--- src/hw/rtl/julian_day_to_calendar_date_core_assert.svh ---
// Assertion macros for the Julian date to calendar date core.
// Depends on nothing; included by the modules that carry checks.
`ifndef JULIAN_DAY_TO_CALENDAR_DATE_CORE_ASSERT_SVH
`define JULIAN_DAY_TO_CALENDAR_DATE_CORE_ASSERT_SVH
`ifndef SYNTH
// Same-cycle implication check.
`define JDCD_ASSERT_IMP(lbl, clk, rst_n, ante, cons) \
	lbl: assert property (@(posedge clk) disable iff (!rst_n) (ante) |-> (cons)) \
		else $error("jdcd check failed");
// Next-cycle implication check.
`define JDCD_ASSERT_NXT(lbl, clk, rst_n, ante, cons) \
	lbl: assert property (@(posedge clk) disable iff (!rst_n) (ante) |=> (cons)) \
		else $error("jdcd check failed");
`else
`define JDCD_ASSERT_IMP(lbl, clk, rst_n, ante, cons)
`define JDCD_ASSERT_NXT(lbl, clk, rst_n, ante, cons)
`endif
`endif

--- src/hw/rtl/jdcd_pkg.sv ---
// Package for the Julian date to calendar date core: constants and tables.
// Depends on nothing.
`timescale 1ns / 1ps
package jdcd_pkg;

	// Pipeline depth, stage one takes the request.
	localparam int PIPE_DEPTH = 9;

	// Field widths of a result.
	localparam int YEAR_W = 14;
	localparam int MONTH_W = 4;
	localparam int DAY_W = 5;
	localparam int FRAC_BITS = 8;

	// Conversion constants.
	localparam int unsigned GREGORIAN_START = 2299161;
	localparam int unsigned ALPHA_OFFSET = 7468865;
	localparam int unsigned ALPHA_DIV = 146097;
	localparam int unsigned B_OFFSET = 1524;
	localparam int unsigned C_OFFSET = 2442;
	localparam int unsigned C_DIV = 7305;
	localparam int unsigned D_MULT = 1461;
	localparam int unsigned YEAR_BASE_LATE = 4716;
	localparam int unsigned YEAR_BASE_EARLY = 4715;
	localparam int unsigned LAST_LATE_E = 13;
	localparam int unsigned LATE_MONTH_BASE = 13;
	localparam int unsigned FEBRUARY = 2;

	// B - D always lies in 123..488; E lies in 4..15.
	localparam int BD_W = 9;
	localparam int E_W = 5;

	// E = floor(10000 * bd / 306001) as a scaled reciprocal, exact for bd < 512.
	localparam int E_SHIFT = 28;
	localparam int E_MULT_W = 24;
	localparam longint unsigned E_MULT =
		(64'd10000 * (64'd1 << E_SHIFT) + 64'd306000) / 64'd306001;

	// Days before month E in the shifted year: floor(30.6001 * e).
	function automatic logic [BD_W-1:0] month_day_offset(input logic [E_W-1:0] e);
		logic [BD_W-1:0] ofs;
		case (e)
			5'd0: ofs = 9'd0;
			5'd1: ofs = 9'd30;
			5'd2: ofs = 9'd61;
			5'd3: ofs = 9'd91;
			5'd4: ofs = 9'd122;
			5'd5: ofs = 9'd153;
			5'd6: ofs = 9'd183;
			5'd7: ofs = 9'd214;
			5'd8: ofs = 9'd244;
			5'd9: ofs = 9'd275;
			5'd10: ofs = 9'd306;
			5'd11: ofs = 9'd336;
			5'd12: ofs = 9'd367;
			5'd13: ofs = 9'd397;
			5'd14: ofs = 9'd428;
			5'd15: ofs = 9'd459;
			5'd16: ofs = 9'd489;
			default: ofs = 9'd0;
		endcase
		return ofs;
	endfunction

endpackage

--- src/hw/rtl/jdcd_in_if.sv ---
// Request channel of the core: valid, ready and the Julian date.
// Depends on nothing.
`timescale 1ns / 1ps
interface jdcd_in_if #(parameter int JD_W = 30);
	logic            valid;
	logic            ready;
	logic [JD_W-1:0] julian_date;

	modport source(output valid, output julian_date, input ready);
	modport sink(input valid, input julian_date, output ready);
endinterface

--- src/hw/rtl/jdcd_out_if.sv ---
// Result channel of the core: valid, ready and the calendar date fields.
// Depends on jdcd_pkg for the field widths.
`timescale 1ns / 1ps
interface jdcd_out_if;
	logic                                valid;
	logic                                ready;
	logic signed [jdcd_pkg::YEAR_W-1:0]  year;
	logic [jdcd_pkg::MONTH_W-1:0]        month;
	logic [jdcd_pkg::DAY_W-1:0]          day;
	logic [jdcd_pkg::FRAC_BITS-1:0]      day_fraction;

	modport source(output valid, output year, output month, output day,
		output day_fraction, input ready);
	modport sink(input valid, input year, input month, input day,
		input day_fraction, output ready);
endinterface

--- src/hw/rtl/julian_day_to_calendar_date_core.sv ---
// Top level of the Julian date to calendar date core (Meeus inverse method).
// Depends on jdcd_pkg, jdcd_in_if, jdcd_out_if, jdcd_recip_div and the assert header.
//
// Usage:
// The request channel jdate carries a Julian date in unsigned fixed point,
// DAY_NUMBER_BITS integer bits and 8 fraction bits; connect it to a jdcd_in_if
// with JD_W = DAY_NUMBER_BITS + 8. The result channel cal carries an
// astronomical year, month, day and the fraction of the day since midnight.
// A request is taken at a rising edge with valid and ready high.
// Throughput is one date per cycle while cal.ready stays high, set by the
// nine-stage pipeline in which no stage holds more than one multiplier (the
// three divider products and the 1461*C product).
// Each stage holds its own valid bit and loads whenever it is empty or the
// stage after it moves, so bubbles close up and requests keep flowing while
// a result waits at the output register.
// When the receiver stalls, full stages hold their data and ready drops only
// once every stage is occupied; nothing is lost or repeated.
// Reset clears all valid bits at once; the data registers are not reset.
`timescale 1ns / 1ps
`include "julian_day_to_calendar_date_core_assert.svh"
module julian_day_to_calendar_date_core #(
	parameter int DAY_NUMBER_BITS = 22
) (
	input  logic   clk,
	input  logic   arst_n,
	jdcd_in_if.sink    jdate,
	jdcd_out_if.source cal
);

	import jdcd_pkg::*;

	// Derived widths.
	localparam int IN_W = DAY_NUMBER_BITS + FRAC_BITS;
	localparam int T_W = IN_W + 1;
	localparam int ZW = DAY_NUMBER_BITS + 1;
	// Alpha division numerator 4*Z - offset.
	localparam int N1 = ZW + 2;
	localparam int S1 = N1 + 18;
	localparam int M1_W = N1 + 1;
	localparam int A_W = N1 - 17;
	localparam longint unsigned M1 =
		((64'd1 << S1) + 64'(ALPHA_DIV) - 64'd1) / 64'(ALPHA_DIV);
	// Year count division numerator 20*B - offset.
	localparam int N2 = ZW + 5;
	localparam int S2 = N2 + 13;
	localparam int M2_W = N2 + 1;
	localparam int CW = N2 - 12;
	localparam longint unsigned M2 =
		((64'd1 << S2) + 64'(C_DIV) - 64'd1) / 64'(C_DIV);
	localparam int DP_W = CW + 11;
	localparam logic [T_W-1:0] HALF_DAY = T_W'(1) << (FRAC_BITS - 1);

	// Handshake control.
	logic [PIPE_DEPTH:1] vld_q;
	logic [PIPE_DEPTH:1] adv;

	// Stage data.
	logic [ZW-1:0]        z_s1, z_s2;
	logic                 greg_s1, greg_s2;
	logic [N1-1:0]        n1_s1;
	logic [FRAC_BITS-1:0] frac_s1, frac_s2, frac_s3, frac_s4, frac_s5;
	logic [FRAC_BITS-1:0] frac_s6, frac_s7, frac_s8, frac_s9;
	logic [ZW-1:0]        b_s3, b_s4, b_s5, b_s6;
	logic [N2-1:0]        n2_s4;
	logic [CW-1:0]        c_s6;
	logic [ZW-1:0]        d_s6;
	logic [BD_W-1:0]      bd_s7, bd_s8;
	logic [YEAR_W-1:0]    c_s7, c_s8;
	logic [YEAR_W-1:0]    year_s9;
	logic [MONTH_W-1:0]   month_s9;
	logic [DAY_W-1:0]     day_s9;

	// Combinational stage inputs.
	logic [T_W-1:0]  t_c;
	logic [ZW-1:0]   z_c;
	logic [A_W-1:0]  alpha_c;
	logic [ZW-1:0]   a_greg_c;
	logic [ZW-1:0]   b_c;
	logic [CW-1:0]   c_c;
	logic [DP_W-1:0] dprod_c;
	logic [E_W-1:0]  e_c;
	logic [E_W-1:0]  mon_c;

	// A stage loads when it is empty or its contents move on.
	always_comb begin
		adv[PIPE_DEPTH] = !vld_q[PIPE_DEPTH] || cal.ready;
		for (int k = PIPE_DEPTH - 1; k >= 1; k--) begin
			adv[k] = !vld_q[k] || adv[k+1];
		end
	end

	assign jdate.ready = adv[1];

	// Valid bits travel with the data.
	always_ff @(posedge clk or negedge arst_n) begin
		if (!arst_n) begin
			vld_q <= '0;
		end else begin
			if (adv[1]) begin
				vld_q[1] <= jdate.valid;
			end
			for (int k = 2; k <= PIPE_DEPTH; k++) begin
				if (adv[k]) begin
					vld_q[k] <= vld_q[k-1];
				end
			end
		end
	end

	// Stage 1: add half a day, split into day number and fraction.
	assign t_c = T_W'(jdate.julian_date[IN_W-1:0]) + HALF_DAY;
	assign z_c = t_c[T_W-1:FRAC_BITS];

	always_ff @(posedge clk) begin
		if (adv[1]) begin
			z_s1    <= z_c;
			frac_s1 <= t_c[FRAC_BITS-1:0];
			greg_s1 <= (z_c >= ZW'(GREGORIAN_START));
			n1_s1   <= N1'({z_c, 2'b00}) - N1'(ALPHA_OFFSET);
		end
	end

	// Stage 2: alpha reciprocal product.
	jdcd_recip_div #(
		.N_W(N1), .M_W(M1_W), .SHIFT(S1), .Q_W(A_W), .MULT(M1_W'(M1))
	) u_alpha_div (
		.clk(clk), .en(adv[2]), .num(n1_s1), .quot(alpha_c)
	);

	always_ff @(posedge clk) begin
		if (adv[2]) begin
			z_s2    <= z_s1;
			greg_s2 <= greg_s1;
			frac_s2 <= frac_s1;
		end
	end

	// Stage 3: Gregorian correction and the 1524 day shift.
	assign a_greg_c = z_s2 + ZW'(1) + ZW'(alpha_c) - ZW'(alpha_c >> 2);
	assign b_c = (greg_s2 ? a_greg_c : z_s2) + ZW'(B_OFFSET);

	always_ff @(posedge clk) begin
		if (adv[3]) begin
			b_s3    <= b_c;
			frac_s3 <= frac_s2;
		end
	end

	// Stage 4: numerator of the year count, 20*B - 2442.
	always_ff @(posedge clk) begin
		if (adv[4]) begin
			n2_s4   <= N2'({b_s3, 4'b0000}) + N2'({b_s3, 2'b00}) - N2'(C_OFFSET);
			b_s4    <= b_s3;
			frac_s4 <= frac_s3;
		end
	end

	// Stage 5: year count reciprocal product.
	jdcd_recip_div #(
		.N_W(N2), .M_W(M2_W), .SHIFT(S2), .Q_W(CW), .MULT(M2_W'(M2))
	) u_year_div (
		.clk(clk), .en(adv[5]), .num(n2_s4), .quot(c_c)
	);

	always_ff @(posedge clk) begin
		if (adv[5]) begin
			b_s5    <= b_s4;
			frac_s5 <= frac_s4;
		end
	end

	// Stage 6: days in the whole years, floor(1461*C / 4).
	assign dprod_c = DP_W'(c_c) * DP_W'(D_MULT);

	always_ff @(posedge clk) begin
		if (adv[6]) begin
			c_s6    <= c_c;
			d_s6    <= dprod_c[2 +: ZW];
			b_s6    <= b_s5;
			frac_s6 <= frac_s5;
		end
	end

	// Stage 7: day within the shifted year.
	always_ff @(posedge clk) begin
		if (adv[7]) begin
			bd_s7   <= BD_W'(b_s6 - d_s6);
			c_s7    <= c_s6[YEAR_W-1:0];
			frac_s7 <= frac_s6;
		end
	end

	// Stage 8: month count reciprocal product.
	jdcd_recip_div #(
		.N_W(BD_W), .M_W(E_MULT_W), .SHIFT(E_SHIFT), .Q_W(E_W),
		.MULT(E_MULT_W'(E_MULT))
	) u_month_div (
		.clk(clk), .en(adv[8]), .num(bd_s7), .quot(e_c)
	);

	always_ff @(posedge clk) begin
		if (adv[8]) begin
			bd_s8   <= bd_s7;
			c_s8    <= c_s7;
			frac_s8 <= frac_s7;
		end
	end

	// Stage 9: day of month, month and year into the output register.
	assign mon_c = (e_c <= E_W'(LAST_LATE_E)) ? e_c - E_W'(1) : e_c - E_W'(LATE_MONTH_BASE);

	always_ff @(posedge clk) begin
		if (adv[9]) begin
			day_s9   <= DAY_W'(bd_s8 - month_day_offset(e_c));
			month_s9 <= mon_c[MONTH_W-1:0];
			year_s9  <= (mon_c > E_W'(FEBRUARY)) ? c_s8 - YEAR_W'(YEAR_BASE_LATE)
				: c_s8 - YEAR_W'(YEAR_BASE_EARLY);
			frac_s9  <= frac_s8;
		end
	end

	assign cal.valid        = vld_q[PIPE_DEPTH];
	assign cal.year         = $signed(year_s9);
	assign cal.month        = month_s9;
	assign cal.day          = day_s9;
	assign cal.day_fraction = frac_s9;

	// Checks on the pipeline control and the divider results.
	`JDCD_ASSERT_NXT(a_req_enters, clk, arst_n, jdate.valid && jdate.ready, vld_q[1])
	`JDCD_ASSERT_IMP(a_full_stall, clk, arst_n, (&vld_q) && !cal.ready, !jdate.ready)
	`JDCD_ASSERT_IMP(a_bd_range, clk, arst_n, vld_q[7], (bd_s7 >= 9'd123) && (bd_s7 <= 9'd488))
	`JDCD_ASSERT_IMP(a_month_range, clk, arst_n, cal.valid, (cal.month >= 4'd1) && (cal.month <= 4'd12))

endmodule

--- src/hw/rtl/jdcd_recip_div.sv ---
// Constant divider stage: registered product with a scaled reciprocal.
// The quotient is a bit slice of the registered product. No dependencies.
`timescale 1ns / 1ps
module jdcd_recip_div #(
	parameter int N_W = 8,
	parameter int M_W = 8,
	parameter int SHIFT = 8,
	parameter int Q_W = 8,
	parameter logic [M_W-1:0] MULT = '0
) (
	input  logic           clk,
	input  logic           en,
	input  logic [N_W-1:0] num,
	output logic [Q_W-1:0] quot
);

	localparam int P_W = N_W + M_W;

	logic [P_W-1:0] prod_q;

	// Multiply by the rounded-up reciprocal; the stage advances with the pipeline.
	always_ff @(posedge clk) begin
		if (en) begin
			prod_q <= P_W'(num) * P_W'(MULT);
		end
	end

	// Dropping the scale bits gives the exact floor quotient.
	assign quot = prod_q[SHIFT +: Q_W];

endmodule
--- src/flat_wrapper.sv ---
// flat-port wrapper written by rule: the top's interface ports become plain ports
module julian_day_to_calendar_date_core_flat import jdcd_pkg::*;
#(
	parameter int DAY_NUMBER_BITS = 22
)
  (clk, arst_n, jdate_valid, jdate_julian_date, jdate_ready, cal_valid, cal_year, cal_month, cal_day, cal_day_fraction, cal_ready);
  jdcd_in_if jdate_i ();
  jdcd_out_if cal_i ();
  input  logic clk;
  input  logic arst_n;
  input wire logic [$bits(jdate_i.valid)-1:0] jdate_valid;
  input wire logic [$bits(jdate_i.julian_date)-1:0] jdate_julian_date;
  output wire logic [$bits(jdate_i.ready)-1:0] jdate_ready;
  output wire logic [$bits(cal_i.valid)-1:0] cal_valid;
  output wire logic [$bits(cal_i.year)-1:0] cal_year;
  output wire logic [$bits(cal_i.month)-1:0] cal_month;
  output wire logic [$bits(cal_i.day)-1:0] cal_day;
  output wire logic [$bits(cal_i.day_fraction)-1:0] cal_day_fraction;
  input wire logic [$bits(cal_i.ready)-1:0] cal_ready;
  assign jdate_i.valid = jdate_valid;
  assign jdate_i.julian_date = jdate_julian_date;
  assign jdate_ready = jdate_i.ready;
  assign cal_valid = cal_i.valid;
  assign cal_year = cal_i.year;
  assign cal_month = cal_i.month;
  assign cal_day = cal_i.day;
  assign cal_day_fraction = cal_i.day_fraction;
  assign cal_i.ready = cal_ready;
  julian_day_to_calendar_date_core #(.DAY_NUMBER_BITS(DAY_NUMBER_BITS)) u_core (.clk(clk), .arst_n(arst_n), .jdate(jdate_i), .cal(cal_i));
endmodule
--- config.mk ---
export PLATFORM = sky130hd
export DESIGN_NAME = julian_day_to_calendar_date_core_flat
export DESIGN_NICKNAME = d
export VERILOG_FILES = /design/src/hw/rtl/jdcd_pkg.sv /design/src/hw/rtl/jdcd_in_if.sv /design/src/hw/rtl/jdcd_out_if.sv /design/src/hw/rtl/julian_day_to_calendar_date_core.sv /design/src/hw/rtl/jdcd_recip_div.sv /design/src/flat_wrapper.sv
export VERILOG_INCLUDE_DIRS = /design/src /design/src/hw/rtl
export SDC_FILE = /design/constraint.sdc
export NUM_CORES = 2
export LEC_CHECK = 0
export BUFFER_PORTS_ARGS = -buffer_cell sky130_fd_sc_hd__buf_2
export CORE_UTILIZATION = 40
export DETAILED_ROUTE_END_ITERATION = 10
export PLACE_DENSITY_LB_ADDON = 0.25
export RECOVER_POWER = 25
export SLEW_MARGIN = 25
export SYNTH_ARGS = -nofsm -noshare
export SYNTH_HDL_FRONTEND = slang
export SYNTH_HIERARCHICAL = 1
export SYNTH_SLANG_ARGS = --single-unit
--- constraint.sdc ---
create_clock -name clk -period 7.2 [get_ports clk]
set_input_delay 1.44 -clock clk [delete_from_list [all_inputs] [get_ports clk]]
set_output_delay 1.44 -clock clk [all_outputs]
set_load 0.005 [all_outputs]
Yosys cells after proc, flatten, opt, wreduce, memory -nomap -nowiden
Memories as Yosys holds them, arrays and structs flattened. A register that Yosys moved wholly into a read port is not among the register bits.
Index checks and enable logic that the tools add are counted.
{"block": "classes", "addsub": 14, "mul": 4, "magnitude_cmp": 3, "n_mux": 5, "n_reduce_logical": 18}
{"cell": "$mul 28x28->56 const B", "n": 1}
{"cell": "$mul 25x24->49 const B", "n": 1}
{"cell": "$add 30x8->31 const B", "n": 1}
{"cell": "$mul 9x22->31 const B", "n": 1}
{"cell": "$add 27x25->28", "n": 1}
{"cell": "$sub 14x13->14 const B", "n": 2}
{"cell": "$sub 28x12->28 const B", "n": 1}
{"cell": "$sub 25x23->25 const B", "n": 1}
{"cell": "$add 23x1->23 const B", "n": 1}
{"cell": "$add 23x11->23 const B", "n": 1}
{"cell": "$add 23x8->23", "n": 1}
{"cell": "$ge 23x22->1 const B", "n": 1}
{"cell": "$mux 23", "n": 1}
{"cell": "$sub 23x6->23", "n": 1}
{"cell": "$mul 16x11->11 const B", "n": 1}
{"cell": "$mux 5", "n": 3}
{"cell": "$mux 14", "n": 1}
{"cell": "$logic_not 1->1", "n": 9}
{"cell": "$logic_or 1x1->1", "n": 9}
{"cell": "$sub 9x9->9", "n": 1}
{"cell": "$gt 5x2->1 const B", "n": 1}
{"cell": "$le 5x4->1 const B", "n": 1}
{"cell": "$sub 5x1->5 const B", "n": 1}
{"cell": "$sub 5x4->5 const B", "n": 1}
{"cell": "$sub 5x5->5", "n": 1}
{"block": "word_totals", "ff_bits": 456, "romBits": 288, "inputBits": 34, "out_inout_bits": 33, "word_cells": 85, "mem_count": 1}
{"name": "(no name shown)", "depth": 32, "word_bits": 9, "rd": 1, "rd_clocked_by_memory_dff": 1, "write_ports": 0, "line_no": "jdcd_pkg.sv:42", "source": "case (e)"}

Depth between registers and ports, before layout
{"block": "depth", "depth_word": 10, "mapped_depth": 23, "depth_no_buf": 23}

By module
The synthesis kept the hierarchy.
{"mod": "julian_day_to_calendar_date_core", "instances": 1, "cells_per_inst": 1298, "area_per_inst_um2": 16335.7}
{"mod": "jdcd_recip_div at u_core.u_year_div", "instances": 1, "cells_per_inst": 1552, "area_per_inst_um2": 15030.7}
{"mod": "jdcd_recip_div at u_core.u_alpha_div", "instances": 1, "cells_per_inst": 1074, "area_per_inst_um2": 10603.9}
{"mod": "jdcd_recip_div at u_core.u_month_div", "instances": 1, "cells_per_inst": 252, "area_per_inst_um2": 2531.2}

Least setup slack after synthesis
Ideal clock, no wire load.
{"block": "synth_timing", "kind": "register to register", "startpoint": "reg u_core.n2_s4[15]", "endpoint": "reg u_core.u_year_div.prod_q[54] (data pin)", "setup_ns": 0.138, "arrival_ns": 6.505, "required_time_ns": 7.062, "slack_ns": 0.557, "path_stages_with_launch": 22, "path_buffers": 0, "period_less_slack_ns": 6.643, "path_cell_list": "edfxtp_1 -> fa_1 -> inv_1 -> fa_1 -> inv_1 -> fa_1 -> fa_1 -> fa_1 -> fa_1 -> inv_1 -> fa_1 -> inv_1 -> ha_1 -> and4_4 -> nand2_2 -> or2_4 -> a2111oi_4 -> o21ai_2 -> a31oi_4 -> nor2_4 -> or4_1 -> nand4_1"}
{"block": "synth_between", "elab_chain_cells": 1}
{"item": "start: declaration", "line_no": "julian_day_to_calendar_date_core.sv:64", "source": "logic [N2-1:0] n2_s4;"}
{"item": "start signal: assignment", "line_no": "julian_day_to_calendar_date_core.sv:152", "source": "n2_s4 <= N2'({b_s3, 4'b0000}) + N2'({b_s3, 2'b00}) - N2'(C_OFFSET);"}
{"item": "$mul 28x28->56", "line_no": "jdcd_recip_div.sv:24", "source": "prod_q <= P_W'(num) * P_W'(MULT);"}
{"item": "end signal: assignment", "line_no": "jdcd_recip_div.sv:24"}
{"item": "end: declaration", "line_no": "jdcd_recip_div.sv:19", "source": "logic [P_W-1:0] prod_q;"}
Every way passes these cells.
A chain may end at the register's enable or synchronous reset.

Worst setup path in the final report
{"block": "layout_timing", "startpoint": "reg u_core.n2_s4[8]", "endpoint": "reg u_core.u_year_div.prod_q[47] (data pin)"}
The elaborated chain is that of the path after synthesis.

==> flow_summary.ini <==
[status]
status = completed

[routing]
drtIter0Drc = 1390
wl_per_cell_um = 17.57
drc = 0
vias_per_cell = 4.809
vias = 28130
wl_um = 102800
postRouteAntennaNets = 0
drtPass1Iterations = 5

[final_layout]
area_growth_syn_to_layout_pct = 9.259
drive_gt1_share_pct = 5.694
layout.area.seq_mm2 = 0.01025
multi_input_area_mm2 = 0.02936
diodes = 0
layout.nets = 5744
fillCellCount = 10411

[setup_path]
worstReg2RegEnd = u_core/u_year_div/prod_q[47]
crit_chain = fa_1 -> inv_1 -> fa_1 -> inv_1 -> fa_1 -> fa_1 -> fa_1 -> fa_1 -> inv_1 -> fa_1 -> inv_1 -> ha_1 -> a21o_1 -> a21o_1 -> a221oi_1 -> o31ai_2 -> a32oi_2 -> a31oi_4 -> nor2_4 -> o21ai_0 -> xnor2_1
ff2ff_path_depth = 21
startpoint_type = register
crit_fanout = 9
cpMostUsedCell = fa_1
critPathArrivalTime_ps = 7270
timing.reg2reg.setup_slack_ps = 250
r2r-start = u_core/n2_s4[8]
slowest_stage = fa_1
critPathRequiredTime_ps = 7520
end_kind = register
worstSetupPathType = register to register
max_stage_delay_ps = 640

[sta]
max_slew_margin_pct = 37.96
clock.fmax_mhz = 143.8
final_hold_viol_count = 0
period_needed_ps = 6952
fin_ws_ps = 248.2
fin_crit_sh_pct = 96.55
setup_viol = 0
fin_skew_ps = 38.69
worst_pin_slew_ps = 930.6
report.final.slew_viol_count = 0

[grt]
grt.total_usage_pct = 18.84
grt_start_max_net_pins = 57
overflow = 0
grt_pass1_wl_um = 164400
antenna_found_initial = 0
grt_pass1_vias = 29900

[clock_tree]
cts_tree = yes
h-tree-depth = 2
cts.sinks = 343
numCtsBuffers = 39
clock_latency_ps = 600
path_clk_slew_ps = 70
clockBufferDepth = 3
cts_root_buf = clkbuf_16

[hold_path]
hp-class = register to register
hp-start = u_core/z_s1[0]
hold_path_depth = 0
hold-path-endpoint = u_core/z_s2[0]

[floorplanning]
ioPinCount = 67
die-area_mm2 = 0.1122
fp.dieW_um = 335.0
die_y_um = 335.0
core_mm2 = 0.1095
rows = 121
initial_core_util_pct = 40.52

[run]
drv_cap = 0

[placement]
place_ws_ps = 96.59
portBuffers = 66
place_congestion = 0.9112
dp_hpwl_um = 89510

[synth]
avgSynthCellArea_um2 = 10.65
ys.warnings.count = 6
syn-instance-count = 4163
syn_area_mm2 = 0.04435
## metal layers
layer	share of wire (%)	GRT usage, %	wire length, um	up-vias
met5	0	0	0	-
met4	2.0	4.071	2043	0
met3	3.7	2.105	3752	122
met2	49	32.53	49890	483
met1	46	25.39	47080	13859
li1	-	-	-	13666
## critical path: cells and delay by family, from the launching register on
family,cells,cell delay [ps]
XOR/XNOR,1,140
AO/OA/AOI/OAI,7,1420
adder cells (fa/ha/maj),8,4160
flip-flops,1,490
buffers and inverters,4,240
AND/OR/NAND/NOR,1,210
## sequential cells by signal, summed over array words and instances, names as in the netlist, 14 cells and up
name	count
u_core/cal.year	14
u_core/c_s7	14
u_core/z_s1	23
u_core/n1_s1	23
u_core/n2_s4	26
u_core/b_s3	23
u_core/z_s2	23
u_core/c_s8	14
u_core/c_s6	14
u_core/u_year_div/prod_q	14
## cells in the final DEF, fill, tap and decap left out, drive strengths merged, types with 14 or more instances in the layout
| cell | instances |
|---|---|
| inv | 1279 |
| xnor2 | 100 |
| edfxtp | 334 |
| a21o | 56 |
| ha | 730 |
| o21ai | 76 |
| o21a | 18 |
| nor2b | 15 |
| a31oi | 21 |
| nand3 | 63 |
| nor2 | 92 |
| nand4 | 34 |
| and3 | 25 |
| nor3 | 32 |
| nand2b | 25 |
| nand2 | 131 |
| o21bai | 18 |
| xor2 | 58 |
| fa | 634 |
| clkbuf | 46 |
| a21oi | 157 |
| o211ai | 19 |
| buf | 138 |
| and2 | 14 |
| a211oi | 16 |
| conb | 32 |
## metrics by stage
| stage | instance area [um^2] | setup TNS (ps) | util, % | hold WS [ps] | cells |
|---|---|---|---|---|---|
| floorplan | 44470 | 0 | - | 400.3 | 4193 |
| global placement | 46900 | 0 | 42.85 | 401.3 | 5756 |
| detailed placement | 46900 | 0 | 42.85 | 404.5 | 5756 |
| CTS | 48220 | 0 | 44.05 | 414.1 | 5824 |
| global route | 48460 | -4.428 | 44.27 | 420.7 | 5849 |
| finish | 48460 | 0 | 44.27 | 413.3 | 5849 |
## what timing repair did
action,in CTS,in global routing
setup endpoints to repair,0,9
setup buffers,0,25
resized for setup,0,5
hold buffers,0,0
## worst max path at each step
stage,from,endpoint,slack (ps),cells past startpoint
after floorplan,u_core/n2_s4[15],u_core/u_year_div/prod_q[54],560,21
after global placement,u_core/n2_s4[15],u_core/u_year_div/prod_q[54],160,21
after detailed placement,u_core/n2_s4[15],u_core/u_year_div/prod_q[54],100,21
after CTS,u_core/n2_s4[15],u_core/u_year_div/prod_q[54],80,21
after global routing,u_core/n2_s4[8],u_core/u_year_div/prod_q[53],-4,21
final,u_core/n2_s4[8],u_core/u_year_div/prod_q[47],250,21
## layout make-up
type	instances	area share, %
tap	1476	3.811
inverter	1274	9.868
multi-input combinational	2549	60.58
clock buffer	45	2.060
clock inverter	23	0.6584
timing repair buffer	139	1.862
sequential	343	21.16
Power is left out: the tool's default activity adds up to more than one toggle a clock period on the data nets, which glitch-free logic cannot reach.
